`config.mk`:
```
export PLATFORM = sky130hd
export DESIGN_NAME = quoted_csv_tokenizer_unit
export DESIGN_NICKNAME = d
export VERILOG_FILES = /design/src/design/qcsv_pkg.sv /design/src/design/qcsv_step.sv /design/src/design/quoted_csv_tokenizer_unit.sv
export SDC_FILE = /design/constraint.sdc
export NUM_CORES = 1
export LEC_CHECK = 0
export ABC_CLOCK_PERIOD_IN_PS = 5400
export BUFFER_PORTS_ARGS = -buffer_cell sky130_fd_sc_hd__clkbuf_2
export CAP_MARGIN = 20
export CORE_UTILIZATION = 58
export DETAILED_ROUTE_END_ITERATION = 12
export PLACE_DENSITY = 0.82
export SYNTH_ARGS = -nofsm -noshare
export SYNTH_HDL_FRONTEND = slang
export SYNTH_HIERARCHICAL = 1
export SYNTH_SLANG_ARGS = --single-unit
```
`constraint.sdc`:
```
create_clock -name clk -period 5.4 [get_ports clk]
set_input_delay 0.54 -clock clk [delete_from_list [all_inputs] [get_ports clk]]
set_output_delay 0.54 -clock clk [all_outputs]
set_load 0.005 [all_outputs]
```
`src/design/qcsv_pkg.sv`:
```
package qcsv_pkg;

	localparam int unsigned LINE_BITS_DEF = 24;
	localparam int unsigned LINE_OUT_W    = 24;

	localparam logic [7:0] CH_QUOTE = 8'h22;
	localparam logic [7:0] CH_COMMA = 8'h2C;
	localparam logic [7:0] CH_CR    = 8'h0D;
	localparam logic [7:0] CH_LF    = 8'h0A;

	typedef enum logic [1:0] {
		ST_BETWEEN = 2'd0,
		ST_INSIDE  = 2'd1,
		ST_QUOTE   = 2'd2,
		ST_ERROR   = 2'd3
	} parse_state_t;

	typedef enum logic [2:0] {
		TK_BYTE     = 3'd0,
		TK_CELL     = 3'd1,
		TK_ROW      = 3'd2,
		TK_CELL_ROW = 3'd3,
		TK_ERROR    = 3'd4
	} token_kind_t;

	// Decision taken for one byte: whether a token leaves, what it carries, and the
	// state left behind.
	typedef struct packed {
		logic         emit;
		token_kind_t  kind;
		logic [7:0]   data;
		parse_state_t state;
	} step_t;

endpackage

```
`src/design/qcsv_step.sv`:
```
module qcsv_step
	import qcsv_pkg::*;
#(
	parameter int unsigned LINE_BITS = LINE_BITS_DEF
) (
	input  parse_state_t         state,
	input  logic [LINE_BITS-1:0] line,
	input  logic [7:0]           byte_cur,
	output step_t                step,
	output logic [LINE_BITS-1:0] line_next
);

	logic is_lf;

	assign is_lf = (byte_cur == CH_LF);

	// Count every newline outside the error state, saturating at all ones.
	always_comb begin
		line_next = line;
		if (state != ST_ERROR && is_lf && line != {LINE_BITS{1'b1}}) begin
			line_next = LINE_BITS'(line + 1'b1);
		end
	end

	// Next state.
	always_comb begin
		step.state = state;
		case (state)
			ST_BETWEEN: begin
				if (byte_cur == CH_QUOTE) begin
					step.state = ST_INSIDE;
				end else if (byte_cur != CH_CR && byte_cur != CH_LF) begin
					step.state = ST_ERROR;
				end
			end
			ST_INSIDE: begin
				if (byte_cur == CH_QUOTE) begin
					step.state = ST_QUOTE;
				end
			end
			ST_QUOTE: begin
				if (byte_cur == CH_QUOTE) begin
					step.state = ST_INSIDE;
				end else if (byte_cur == CH_COMMA || byte_cur == CH_LF) begin
					step.state = ST_BETWEEN;
				end else if (byte_cur != CH_CR) begin
					step.state = ST_ERROR;
				end
			end
			ST_ERROR: begin
				step.state = ST_ERROR;
			end
			default: begin
				step.state = ST_ERROR;
			end
		endcase
	end

	// Token outputs.
	always_comb begin
		step.emit = 1'b0;
		step.kind = TK_ERROR;
		step.data = 8'h00;
		case (state)
			ST_BETWEEN: begin
				if (byte_cur == CH_LF) begin
					step.emit = 1'b1;
					step.kind = TK_ROW;
				end else if (byte_cur != CH_QUOTE && byte_cur != CH_CR) begin
					step.emit = 1'b1;
					step.kind = TK_ERROR;
				end
			end
			ST_INSIDE: begin
				if (byte_cur != CH_QUOTE) begin
					step.emit = 1'b1;
					step.kind = TK_BYTE;
					step.data = byte_cur;
				end
			end
			ST_QUOTE: begin
				if (byte_cur == CH_QUOTE) begin
					step.emit = 1'b1;
					step.kind = TK_BYTE;
					step.data = CH_QUOTE;
				end else if (byte_cur == CH_COMMA) begin
					step.emit = 1'b1;
					step.kind = TK_CELL;
				end else if (byte_cur == CH_LF) begin
					step.emit = 1'b1;
					step.kind = TK_CELL_ROW;
				end else if (byte_cur != CH_CR) begin
					step.emit = 1'b1;
					step.kind = TK_ERROR;
				end
			end
			ST_ERROR: begin
				step.emit = 1'b1;
				step.kind = TK_ERROR;
			end
			default: begin
				step.emit = 1'b1;
				step.kind = TK_ERROR;
			end
		endcase
	end

endmodule

```
`src/design/quoted_csv_tokenizer_unit.sv`:
```
// Channel  | Direction | Handshake                 | Payload
// byte     | in        | byte_valid / byte_ready   | byte_in[7:0]
// token    | out       | token_valid / token_ready | token_kind[2:0], cell_byte[7:0],
//          |           |                           | line_number[23:0]
//
// One byte beat per cycle sustained while tokens drain; a token is decoded from the input register,
// then loaded into the token register, from which it leaves.
// Parse state and line counter advance as the registered byte is decoded, with no bubble.
// A stalled token register holds the next token-bearing byte in the input register;
// a byte that yields no token passes through even while the token register is full.
// Reset clears both valid flags, sets the state to between cells and the line to 1.
module quoted_csv_tokenizer_unit
	import qcsv_pkg::*;
#(
	parameter int unsigned LINE_BITS = LINE_BITS_DEF
) (
	input  logic                  clk,
	input  logic                  arst_n,
	input  logic                  byte_valid,
	output logic                  byte_ready,
	input  logic [7:0]            byte_in,
	output logic                  token_valid,
	input  logic                  token_ready,
	output logic [2:0]            token_kind,
	output logic [7:0]            cell_byte,
	output logic [LINE_OUT_W-1:0] line_number
);

	// Input register stage.
	logic                 valid_s1;
	logic [7:0]           byte_s1;

	// Parser state.
	parse_state_t         state_q;
	logic [LINE_BITS-1:0] line_q;

	// Token register.
	logic                  token_valid_q;
	token_kind_t           token_kind_q;
	logic [7:0]            cell_byte_q;
	logic [LINE_OUT_W-1:0] line_number_q;

	step_t                step;
	logic [LINE_BITS-1:0] line_next;
	logic [31:0]          line_wide;
	logic                 advance_s1;

	qcsv_step #(
		.LINE_BITS(LINE_BITS)
	) u_step (
		.state    (state_q),
		.line     (line_q),
		.byte_cur (byte_s1),
		.step     (step),
		.line_next(line_next)
	);

	// Retire the registered byte when its token has somewhere to go, or when it
	// makes no token at all.
	assign advance_s1 = valid_s1 && (!step.emit || !token_valid_q || token_ready);
	assign byte_ready = !valid_s1 || advance_s1;

	// Report the low bits of the counter; a narrow counter is zero-extended.
	assign line_wide = 32'(line_next);

	always_ff @(posedge clk or negedge arst_n) begin
		if (!arst_n) begin
			valid_s1 <= 1'b0;
		end else if (byte_ready) begin
			valid_s1 <= byte_valid;
		end
	end

	always_ff @(posedge clk) begin
		if (byte_valid && byte_ready) begin
			byte_s1 <= byte_in;
		end
	end

	// Advance parser state with each decoded byte.
	always_ff @(posedge clk or negedge arst_n) begin
		if (!arst_n) begin
			state_q <= ST_BETWEEN;
			line_q  <= LINE_BITS'(1);
		end else if (advance_s1) begin
			state_q <= step.state;
			line_q  <= line_next;
		end
	end

	// Load a token as it is decoded; drop the valid flag once it is taken.
	always_ff @(posedge clk or negedge arst_n) begin
		if (!arst_n) begin
			token_valid_q <= 1'b0;
		end else if (advance_s1 && step.emit) begin
			token_valid_q <= 1'b1;
		end else if (token_ready) begin
			token_valid_q <= 1'b0;
		end
	end

	always_ff @(posedge clk) begin
		if (advance_s1 && step.emit) begin
			token_kind_q  <= step.kind;
			cell_byte_q   <= step.data;
			line_number_q <= line_wide[LINE_OUT_W-1:0];
		end
	end

	assign token_valid = token_valid_q;
	assign token_kind  = token_kind_q;
	assign cell_byte   = cell_byte_q;
	assign line_number = line_number_q;

endmodule

```
== Word-level counts from Yosys, hierarchy flattened ==
Cells that the tools add are included.
Cells by class
  reductions and logical operators: 17
  $mul: 0
  add/subtract/negate cells: 1
  mux-type cells: 20
  shifts and indexed selects: 0
  bitwise operators: 0
  equality and inequality tests: 14
  divide/modulo/power cells: 0
  magnitude comparators: 0
Operators with widths (number)
  $add A24 B1 Y24 const B: 1
  $mux W24: 1
  $mux W4: 6
  $ne A24 B24 Y1 const B: 1
  $eq A8 B6 Y1 const B: 2
  $ne A8 B4 Y1 const B: 2
  $pmux W4 S4: 1
  $pmux W8 S2: 1
  $mux W12: 1
  $mux W2: 6
  $eq A8 B4 Y1 const B: 1
  $ne A8 B6 Y1 const B: 1
  $pmux W2 S4: 1
  $logic_and A1 B1 Y1: 7
  $mux W6: 1
  $eq A2 B2 Y1 const B: 2
  $logic_or A1 B1 Y1: 4
  $ne A4 B1 Y1 const B: 1
  $reduce_and A4 Y1: 1
  $logic_not A1 Y1: 3
  $ne A3 B1 Y1 const B: 1
  $eq A2 B1 Y1 const B: 1
  $logic_not A2 Y1: 1
  $mux W1: 2
  3 further kinds: 3
Storage, ports and cells
  logic and storage cells: 60
  memories: 0
  output and inout bits: 37
  ROM bits: 0
  memory bits (writable): 0
  bits in latches: 0
  flip-flop bits (word level): 71

== Logic depth before layout (Yosys ltp) ==
  word-level depth: 12
  depth in mapped cells: 9
  gate-level depth less buffers: 8

== Cells and area by module ==
The synthesis kept the hierarchy.
By module, submodules not included
  quoted_csv_tokenizer_unit: cells each 202, area each 2945.3 um^2, times used 1, seq. area each 1993.2 um^2
  qcsv_step: cells each 139, area each 903.4 um^2, times used 1, seq. area each 0.0 um^2

== Worst setup path after synthesis ==
OpenSTA, ideal clock, no wires.
  kind: reg-to-reg
  from: register byte_s1[4]
  to: register cell_byte_q[0], in the netlist cell_byte[0] (enable)
  setup time: 0.427 ns
  path slack: 1.581 ns
  cell stages (with the launch flop): 7
  required time: 4.973 ns
  arrival time: 3.392 ns
  path through: edfxtp_1 or4_1 or3_1 a32oi_1 buf_2 nand2_1 nor2_1
RTL lines
  start, declared: line quoted_csv_tokenizer_unit.sv:31  | logic [7:0] byte_s1;
  start signal, assigned: line quoted_csv_tokenizer_unit.sv:76  | byte_s1 <= byte_in;
  end signal, assigned: line quoted_csv_tokenizer_unit.sv:105  | cell_byte_q <= step.data;
  end, declared: line quoted_csv_tokenizer_unit.sv:40  | logic [7:0] cell_byte_q;

==> flow_metrics.py <==
metrics = {
    "timing": {
        "setup_viol": 0,
        "slew_headroom": 0.316,
        "layout_setup_ws_ns": 1.95,
        "fmax_mhz": 290,
        "maxSlewViolCount": 0,
        "timing.final.crit_share": 0.638,
        "period_needed_ns": 3.45,
        "tightest_slew_ns": 1.02,
        "fin_skew_ns": 0.0118,
        "setup-tns-final_ns": 0,
        "hold_viol": 0,
        "rsz0062_at_grt": "false",
    },
    "final_layout": {
        "area_growth_pct": 10.0,
        "antenna_cells": 0,
        "postLayoutCellArea_um2": 4240,
        "drive_above_1_share": 0.233,
        "fillers": 525,
        "fin_nets": 399,
        "final_util": 0.663,
    },
    "logic_synthesis": {
        "synthCells": 341,
        "synth_area_leader_cell": "edfxtp_1",
        "ys_ff_latch": 71,
        "ys_top_cells_by_area": "edfxtp_1 34%, dfrtp_1 18%, o211ai_2 6.5%",
        "synth_edf_count": 43,
        "yosys_most_used_dff": "edfxtp_1",
        "yosys-top-cells-count": "43 x edfxtp_1, 42 x nand2_1, 30 x nand2b_1",
        "synth_nets": 358,
        "seq_area_frac_synth": 0.518,
        "yosysMostFrequentCell": "edfxtp_1",
        "netlist_area_um2": 3850,
        "async_reset_ff_frac": 0.394,
        "syn_area_per_cell_um2": 11.3,
        "yosysWarningCount": 6,
        "ys_types": 46,
        "synth_top_area_frac": 0.336,
    },
    "place": {
        "place_area_um2": 4090,
        "io_buffers": 48,
        "dp_hpwl_um": 5120,
        "post-place-ws_ns": 1.95,
        "gp_congestion": 0.882,
    },
    "setup_path": {
        "cp.depth": 6,
        "path_buf_inv": 1,
        "critPathSlowestCell": "nor2_4",
        "required_ns": 5.36,
        "cp_cell_sequence": "or4_1, or3_1, a32oi_1, buf_4, nand2_1, nor2_4",
        "r2r_setup_slack_ns": 1.95,
        "critPathMaxStageDelay_ns": 0.84,
        "critPathCaptureType": "register",
        "crit_end": "line_number[22]",
        "reg2reg_depth": 6,
        "timing.rr.end": "line_number[22]",
        "worstSetupStartpoint": "byte_s1[4]",
        "path_class": "register to register",
        "cp.arrival_ns": 3.41,
        "path_max_fanout": 35,
        "start_kind": "register",
        "crit_family": "simple AND/OR/NAND/NOR gates",
        "r2r-start": "byte_s1[4]",
    },
    "cts": {
        "numCtsBuffers": 9,
        "cts_tree": "yes",
        "htree_levels": 3,
        "cts_resized": 0,
        "cts_setup_buffers": 0,
        "cts_max_path_buffers": 2,
        "worstSkewPairLatency_ns": 0.35,
        "cts.sinks": 71,
        "postCtsHoldBufs": 0,
        "clkTransAtPathRegs_ns": 0.07,
        "cts_root_buffer": "clkbuf_8",
    },
    "route": {
        "wl_per_cell_um": 17.1,
        "via_per_inst": 6.21,
        "routed_wl_um": 7910,
        "first_pass_iters": 5,
        "drt_first_iter_violations": 302,
        "drcViolationCount": 0,
        "final_antenna_net_count": 0,
        "num_vias": 2873,
    },
    "die": {
        "die_y_um": 83.5,
        "ios": 49,
        "core.rowCount": 29,
        "initial_core_util": 0.603,
        "die-area_um2": 6970,
        "fp.coreArea_um2": 6390,
        "die_w_um": 83.5,
    },
    "grt": {
        "grt_pass1_vias": 2693,
        "grt_usage": 0.237,
        "grt_max_degree": 55,
        "antenna_found_initial": 0,
        "grt_pass1_wl_um": 13000,
        "gr-total-overflow": 0,
    },
    "run": {
        "drv_cap": 0,
    },
    "hold_path": {
        "min_path_type": "primary input to async pin",
    },
    "power": {
        "cellLeakagePower_nw": 1.68,
        "vdd_ir_drop_max_mv": 0.340,
        "p_per_area_nw_per_um2": 523,
        "totalPowerFinal_mw": 2.21,
    },
    "status": {
        "status": "finished, final reports clean",
    },
}
[metrics by stage]
stage,std cells,hold slack [ns]
finish,463,0.256
global placement,448,0.533
detailed placement,448,0.552
CTS,463,0.281
floorplan,341,0.244
global route,463,0.306
[cell families after synthesis]
logic type | Yosys count | share of synthesized area
compound gates | 45 | 0.110
fa+ha+maj | 5 | 0.0163
buf+inv | 26 | 0.0384
flops | 71 | 0.518
mux | 1 | 0.00293
xor+xnor | 22 | 0.0501
simple gates | 171 | 0.264
[where the power goes]
| group | total (mW) | switching [mW] | leakage [nW] | internal (mW) |
|---|---|---|---|---|
| Clock | 0.347 | 0.186 | 0.0776 | 0.162 |
| Sequential | 1.06 | 0.210 | 0.767 | 0.852 |
| Combinational | 0.804 | 0.473 | 0.831 | 0.331 |
| Total | 2.21 | 0.869 | 1.68 | 1.34 |
[worst reg2reg max path, stage by stage (launching register included)]
cell and delay [ns]:
edfxtp_1 0.42, or4_1 0.56, or3_1 0.46, a32oi_1 0.23, buf_4 0.34, nand2_1 0.21
nor2_4 0.84
[metal layers]
metal,GRT usage,wire length [um],vias up
met5,0,0,-
met4,0.125,180,0
met3,0.0425,394,15
met2,0.346,3700,105
met1,0.340,3640,1405
li1,-,-,1348
[placed cells by master (no fill, tap or decap), types with 3 or more instances in the layout]
master,Yosys,final
clkbuf_8,0,9
or4_1,3,3
o211ai_2,20,20
clkbuf_2,0,48
nor3_1,4,4
edfxtp_1,43,43
nor4_1,4,4
buf_4,1,3
nor2_1,13,12
and3_1,5,5
ha_1,5,5
nand3_1,14,14
dfrtp_1,27,27
clkbuf_1,4,3
nand2_1,42,42
xor2_1,8,8
nand4_1,10,10
nand2b_1,30,30
and3b_1,3,3
o21ai_0,3,3
a21oi_1,3,3
nand4b_1,27,27
inv_1,5,5
nor3b_1,3,3
xnor2_1,14,14
o211ai_1,8,8
[final cells by class]
cell class | instances | area, um2 | share of cell area
Clock buffer | 12 | 135 | 0.0319
Tap cell | 77 | 96.3 | 0.0227
Multi-Input combinational cell | 244 | 1720 | 0.405
Sequential cell | 71 | 1990 | 0.471
Clock inverter | 3 | 13.8 | 0.00325
Inverter | 5 | 18.8 | 0.00443
Timing Repair Buffer | 51 | 263 | 0.0620
[how the worst min path moves through the flow]
stage                          from         end  slack [ns]  depth (start not counted)
final                        arst_n  line_q[23]        0.26                          1
after global routing         arst_n   line_q[2]        0.31                          1
after CTS                    arst_n  line_q[23]        0.28                          1
after detailed placement  line_q[0]   line_q[0]        0.55                          2
after global placement    line_q[0]   line_q[0]        0.53                          2
after floorplan              arst_n  line_q[10]        0.24                          0
[sequential cells by signal, summed over array words and instances, names as in the netlist]
signal,count
line_number,24
line_q,24
token_valid,1
byte_s1,8
token_kind,3
cell_byte,8
valid_s1,1
state_q,2
(Power assumes the default switching activity.)
